`src/crr_pkg.sv`:
```
// Package for the chained range remap block: field widths, codes, controller states,
// command and status structs. No dependencies.
`default_nettype none
package crr_pkg;
	localparam int unsigned OP_W = 1;
	localparam logic OP_WRITE = 1'b0;
	localparam logic OP_TRANSLATE = 1'b1;
	localparam int unsigned CFG_W = 4;
	localparam logic [CFG_W-1:0] STAGES_RESET = 4'd7;

	typedef enum logic [2:0] {
		ST_IDLE,
		ST_CLEAR,
		ST_SCAN,
		ST_LAST,
		ST_APPLY,
		ST_OUT
	} crr_state_t;

	// controller to datapath
	typedef struct packed {
		logic load_req;   // capture request fields
		logic write_ent;  // write table entry
		logic clear_ent;  // clear whole entry at clear address
		logic scan_rd;    // read entry at scan address
		logic scan_cmp;   // compare last read entry
		logic stage_init; // reset best tracking
		logic apply;      // apply best to value
		logic out_load;   // load result register
	} crr_cmd_t;

	// datapath to controller
	typedef struct packed {
		logic is_translate;
		logic write_ok;
	} crr_stat_t;
endpackage
`default_nettype wire

```
`src/crr_ctrl.sv`:
```
// Controller: sequences write, valid clear and per-stage scans; owns the handshake.
// Depends on crr_pkg.
`default_nettype none
module crr_ctrl
	import crr_pkg::*;
#(
	parameter int unsigned STAGE_COUNT = 8,
	parameter int unsigned ENTRIES_PER_STAGE = 64,
	parameter int unsigned STG_W = (STAGE_COUNT > 1) ? $clog2(STAGE_COUNT) : 1,
	parameter int unsigned SLT_W = (ENTRIES_PER_STAGE > 1) ? $clog2(ENTRIES_PER_STAGE) : 1,
	parameter int unsigned ADR_W = STG_W + SLT_W
) (
	input wire logic clk,
	input wire logic arst_n,
	input wire logic [CFG_W-1:0] stages_in_use,
	input wire logic in_valid,
	output logic in_ready,
	output logic out_valid,
	input wire logic out_ready,
	output crr_cmd_t cmd,
	input wire crr_stat_t stat,
	output logic [ADR_W-1:0] scan_addr,
	output logic [ADR_W-1:0] clear_addr,
	output logic rd_valid_in
);
	localparam int unsigned DEPTH = STAGE_COUNT * ENTRIES_PER_STAGE;
	localparam int unsigned CNT_W = $clog2(DEPTH + 1);
	localparam int unsigned SC_W = $clog2(ENTRIES_PER_STAGE + 1);
	localparam int unsigned ST_W = $clog2(STAGE_COUNT + 1) > CFG_W ?
		$clog2(STAGE_COUNT + 1) : CFG_W;

	crr_state_t state_q, state_d;
	logic [CNT_W-1:0] clr_q;
	logic [SC_W-1:0] slot_q;
	logic [ST_W-1:0] stage_q, limit;
	logic out_valid_q;

	assign limit = (ST_W'(stages_in_use) > ST_W'(STAGE_COUNT)) ? ST_W'(STAGE_COUNT)
		: ST_W'(stages_in_use);
	assign clear_addr = clr_q[ADR_W-1:0];
	assign scan_addr = ADR_W'(32'(stage_q) * ENTRIES_PER_STAGE + 32'(slot_q));
	assign rd_valid_in = 1'b1;
	assign out_valid = out_valid_q;

	always_ff @(posedge clk or negedge arst_n) begin
		if (!arst_n) begin
			state_q <= ST_CLEAR;
			clr_q <= '0;
			slot_q <= '0;
			stage_q <= '0;
			out_valid_q <= 1'b0;
		end else begin
			state_q <= state_d;
			if (state_q == ST_CLEAR)
				clr_q <= clr_q + 1'b1;
			if (cmd.stage_init)
				slot_q <= '0;
			else if (cmd.scan_rd)
				slot_q <= slot_q + 1'b1;
			if (cmd.load_req)
				stage_q <= '0;
			else if (cmd.apply)
				stage_q <= stage_q + 1'b1;
			if (cmd.out_load)
				out_valid_q <= 1'b1;
			else if (out_ready)
				out_valid_q <= 1'b0;
		end
	end

	always_comb begin
		state_d = state_q;
		cmd = '0;
		in_ready = 1'b0;
		unique case (state_q)
			ST_CLEAR: begin
				cmd.clear_ent = 1'b1;
				if (32'(clr_q) == DEPTH - 1)
					state_d = ST_IDLE;
			end
			ST_IDLE: begin
				in_ready = 1'b1;
				if (in_valid) begin
					cmd.load_req = 1'b1;
					cmd.stage_init = 1'b1;
					state_d = ST_SCAN;
				end
			end
			ST_SCAN: begin
				if (!stat.is_translate) begin
					cmd.write_ent = stat.write_ok;
					state_d = ST_IDLE;
				end else if (stage_q >= limit) begin
					if (!out_valid_q || out_ready) begin
						cmd.out_load = 1'b1;
						state_d = ST_IDLE;
					end
				end else begin
					cmd.scan_rd = 1'b1;
					cmd.scan_cmp = (slot_q != '0);
					if (32'(slot_q) == ENTRIES_PER_STAGE - 1)
						state_d = ST_LAST;
				end
			end
			ST_LAST: begin
				cmd.scan_cmp = 1'b1;
				state_d = ST_APPLY;
			end
			ST_APPLY: begin
				cmd.apply = 1'b1;
				cmd.stage_init = 1'b1;
				state_d = ST_SCAN;
			end
			ST_OUT: state_d = ST_IDLE;
			default: state_d = ST_IDLE;
		endcase
	end
endmodule
`default_nettype wire

```
`config.mk`:
```
export PLATFORM = sky130hd
export DESIGN_NAME = crr_ctrl
export DESIGN_NICKNAME = d
export VERILOG_FILES = /design/src/crr_pkg.sv /design/src/crr_ctrl.sv
export SDC_FILE = /design/constraint.sdc
export NUM_CORES = 1
export LEC_CHECK = 0
export BUFFER_PORTS_ARGS = -buffer_cell sky130_fd_sc_hd__buf_2
export CAP_MARGIN = 5
export CELL_PAD_IN_SITES_DETAIL_PLACEMENT = 2
export CELL_PAD_IN_SITES_GLOBAL_PLACEMENT = 2
export CORE_ASPECT_RATIO = 0.75
export CORE_MARGIN = 2
export CORE_UTILIZATION = 25
export CTS_CLUSTER_SIZE = 28
export DETAILED_ROUTE_END_ITERATION = 6
export HOLD_SLACK_MARGIN = 0.12
export PLACE_DENSITY_LB_ADDON = 0.1
export SYNTH_ARGS = -nofsm -noshare
export SYNTH_HDL_FRONTEND = slang
export SYNTH_SLANG_ARGS = --single-unit
```
`constraint.sdc`:
```
create_clock -name clk -period 4.7 [get_ports clk]
set_clock_uncertainty 0.05 [all_clocks]
set_input_delay 0.705 -clock clk [delete_from_list [all_inputs] [get_ports clk]]
set_output_delay 0.705 -clock clk [all_outputs]
set_load 0.02 [all_outputs]
```
### Word-level counts from Yosys, hierarchy flattened

Index checks and enable logic that the tools add are counted.

| word-level totals | value |
|---|---|
| register bits | 25 |
| bits in read-only memories | 0 |
| output and inout bits | 29 |
| word-level logic and storage cells | 59 |
| memory bits (writable) | 0 |
| latch bits | 0 |
| memories | 0 |

| cells by class | value |
|---|---|
| $add $sub $neg | 4 |
| reduce and logical (&&, ||, !) cells | 8 |
| shift operators | 0 |
| $lt $le $gt $ge | 2 |
| muxes and demuxes | 30 |
| divide/modulo/power cells | 0 |
| equal/unequal tests | 10 |
| multipliers | 0 |
| bitwise operators | 0 |

Operators by type and width:

| operator | number |
|---|---|
| $mux 3 | 6 |
| $pmux 3 s5 | 1 |
| $mux 1 | 14 |
| $mux 7 | 2 |
| $mux 4 | 3 |
| $add 10x1->10 const B | 1 |
| $eq 10x9->1 const B | 1 |
| $add 9x7->9 | 1 |
| $ne 4x4->1 const B | 2 |
| $add 7x1->7 const B | 1 |
| $eq 7x6->1 const B | 1 |
| $reduce_bool 7->1 | 1 |
| $eq 3x2->1 const B | 2 |
| $reduce_bool 2->1 | 3 |
| $add 4x1->4 const B | 1 |
| $ge 4x4->1 | 1 |
| $gt 4x4->1 const B | 1 |
| $mux 2 | 2 |
| $pmux 1 s2 | 2 |
| $reduce_and 4->1 | 1 |
| $eq 3x1->1 const B | 1 |
| $eq 3x3->1 const B | 1 |
| $logic_not 3->1 | 1 |
| $ne 2x1->1 const B | 1 |
| 3 further kinds | 3 |

### Logic depth before layout (Yosys ltp)

| depth | value |
|---|---|
| depth after elaboration | 8 |
| depth in mapped cells | 8 |
| gate-level depth less buffers | 8 |

### Worst setup path before layout

Ideal clock, no wire load.

| timing | value |
|---|---|
| path kind | input port to output port |
| start | input stages_in_use[3] |
| end | output cmd[0] in the netlist's numbering |
| setup slack | 1.802 ns |
| buffers on the path | 0 |
| cell stages on the path | 7 |
| data arrival time | 2.143 ns |
| cells stage by stage | inv_1 -> nand2_1 -> ha_1 -> inv_1 -> o21ai_0 -> nand2_1 -> nor3_1 |

RTL lines:

| element | line | source |
|---|---|---|
| start, declared | crr_ctrl.sv:15 | `input wire logic [CFG_W-1:0] stages_in_use,` |
| end, declared | crr_ctrl.sv:20 | `output crr_cmd_t cmd,` |

==> impl_metrics.tcl <==
set metrics [dict create \
    cts-htree-levels 1 \
    die_h_um 73.48 \
    die-width_um 96.64 \
    relative_slew_margins_pct 49.15 \
    report.final.setup_viol 0 \
    post-route-drc-count 0 \
    cap_violations 0 \
    detailedRoute.firstIterationViolations 18 \
    peakVddDrop_mv 0.09608 \
    synthXorXnorAreaFrac_pct 6.532 \
    largest_area_contributor_in_the_netlist "dfrtp_1" \
    clock_period_minus_worst_slack_ns 3.269 \
    most_used_flip_flop_cell_after_synthesis "dfrtp_1" \
    finalWirelength_um 4103 \
    place.port_buffers 37 \
    grt_pass1_wl_um 7217 \
    clock_input_transition_at_the_sequential_cells_of_the_worst_setup_and_hold_paths_ns 0.10 \
    upper_clock_frequency_limit_mhz 305.9 \
    synth_enable_flop_cells 0 \
    die_area_um2 7100 \
    grt_util_met1_pct 17.60 \
    postSynth.asyncResetShare_pct 100.0 \
    final_design_area_no_fill_um2 1819 \
    placement.setup.worst_slack_ns 1.448 \
    placement.cell_area_um2 1773 \
    finalWeightedCongestion 0.7988 \
    global_route.overflow_total 0 \
    grt_start_max_net_pins 26 \
    post_cts_hold_buffer_count 0 \
    ys_seq_elements 25 \
    synth_top_cell_area_share_pct 37.33 \
    yosys_warnings 0 \
    synthMuxAreaShare_pct 4.432 \
    hold_viol 0 \
    yosysUniqueCellTypes 40 \
    detail_route.vias_per_cell 4.549 \
    synth.cells.most_frequent "dfrtp_1 (24), nand2_1 (21), buf_4 (16)" \
    antenna_found_initial 0 \
    synthSimpleGateAreaFrac_pct 22.86 \
    post_synth_instance_area_um2 1609 \
    fin_ws_ns 1.431 \
    cts-root-buf "clkbuf_8" \
    cts_tree "done" \
    run_status "complete, no violations" \
    grt.met3_usage_pct 3.140 \
    syn2layout_area_growth_pct 13.06 \
    synth_top_family_by_area "simple AND/OR/NAND/NOR gates" \
    rsz0062_at_grt "false" \
    sink_count 25 \
    grt_util_met2_pct 20.99 \
    min-delay-path-class "in -> async" \
    globalRoute.busiestLayer "met2" \
    routed-via-count 1242 \
    synth-compound-area-share_pct 8.320 \
    io_pins 39 \
    place.detailed.hpwl_um 3272 \
    ant_nets 0 \
    final_max_slew_viol_count 0 \
    criticalPathCategory "in -> out" \
    ctsResizeCount 0 \
    min_period_over_period_pct 69.54 \
    fill_cells 707 \
    post_synth.cell_area_avg_um2 9.578 \
    drive_gt1_share_pct 28.13 \
    kind_of_end_point_of_the_critical_path "output pin" \
    cts_setup_buffers 0 \
    detailedRoute.firstPassIterationCount 4 \
    pwr_density_cell_nw_per_um2 311.8 \
    synth_adder_area_share_pct 7.776 \
    finalNetCount 213 \
    floorplan.initialDensity_pct 25.72 \
    synth.area.top_cells "dfrtp_1 (37%), ha_1 (7.8%), buf_4 (7.5%)" \
    worst_ep_required_time_ns 3.94 \
    placementRows 25 \
    antenna_cells_inserted 0 \
    path_max_fanout 6 \
    global_route_usage_over_all_layers_pct 13.02 \
    insertion_delay_ns 0.28 \
    grt_pass1_vias 1382 \
    synth.most_common_cell "dfrtp_1" \
    floorplan.core_area_um2 6256 \
    synth_seq_area_share_pct 38.96 \
    tightestPinTransition_ns 0.7548 \
    buffer_levels_on_the_longest_clock_path 2 \
    post_synth_inst_count 168 \
    p_leak_nw 1.005 \
    timing.critical_path.arrival_ns 2.51 \
    finalSetupTns_ns 0 \
    worst_setup_path_start_kind "input port" \
    wl_per_cell_um 15.03 \
    numCtsBuffers 3 \
    mappedNetlistNets 188 \
]
-- cell families after synthesis --
group | after synthesis
adder cells (fa/ha/maj) | 10
other | 1
flip-flops | 25
XOR/XNOR | 12
multiplexers | 7
buffers and inverters | 30
AO/OA/AOI/OAI | 20
AND/OR/NAND/NOR | 63
-- per-stage QoR --
stage / util (%) / total power [mW] / cells / hold slack, ns
final: 29.08 / 0.5673 / 273 / 0.3835
after global routing: 29.08 / 0.6167 / 273 / 0.4101
after CTS: 29.08 / 0.5860 / 273 / 0.3964
after detailed placement: 28.34 / 0.4435 / 269 / 0.4177
after global placement: 28.34 / 0.4365 / 269 / 0.4083
after floorplan: - / 0.3889 / 168 / 0.3594
-- where the power goes --
| group | internal [mW] | leakage, nW | switching, mW |
|---|---|---|---|
| logic | 0.0661 | 0.639 | 0.117 |
| clock network | 0.0595 | 0.0255 | 0.0733 |
| registers | 0.230 | 0.341 | 0.0215 |
-- cells in the final DEF, fill, tap and decap left out, types with 5 or more instances in the layout --
master	n
nand3_1	6
o21ai_0	5
nor2b_1	5
xor2_1	8
dfrtp_1	24
nor3_1	6
a21oi_1	6
mux2i_1	6
nand2_1	21
ha_1	10
inv_1	12
buf_2	37
-- final timing paths --
check,slack (ns),cells past startpoint,end,startpoint
hold / removal,0.38,1,slot_q[1]$_DFFE_PN0P_,arst_n
setup reg to reg,2.70,6,slot_q[6]$_DFFE_PN0P_,stage_q[0]$_DFFE_PN0N_
min in group clk,0.43,1,clr_q[9]$_DFFE_PN0P_,clr_q[9]$_DFFE_PN0P_
max in group asynchronous,3.81,1,clr_q[2]$_DFFE_PN0P_,arst_n
setup / recovery,1.43,9,cmd[0],stages_in_use[3]
hold reg to reg,0.43,1,clr_q[9]$_DFFE_PN0P_,clr_q[9]$_DFFE_PN0P_
-- cell type report --
type,instances,area (um^2),share of cell area (%)
clock inverters,1,5.005,0.2751
inverters,12,45.04,2.476
clock buffers,3,41.29,2.270
repair buffers,38,192.7,10.59
well taps,81,101.3,5.571
multi-input cells,113,807.0,44.36
flip-flops and latches,25,626.9,34.46
-- worst max-delay path, stage by stage --
cell     delay, ns
buf_2         0.11
inv_1         0.09
nand2_1       0.07
ha_1          0.27
inv_1         0.05
o21ai_0       0.61
nand2_1       0.18
nor3_1        0.23
buf_2         0.19
-- layer usage --
layer	part of all wire [%]	routed length (um)
met1	51	2094
met2	45	1827
met4	1.1	44
met5	0	0
met3	3.3	136
-- flip-flops by register name, indices dropped and copies added, names as in the netlist --
name and count:
clr_q 10, out_valid 1, slot_q 7, stage_q 4, state_q 3
No activity file was read; power rests on OpenSTA's default activity.
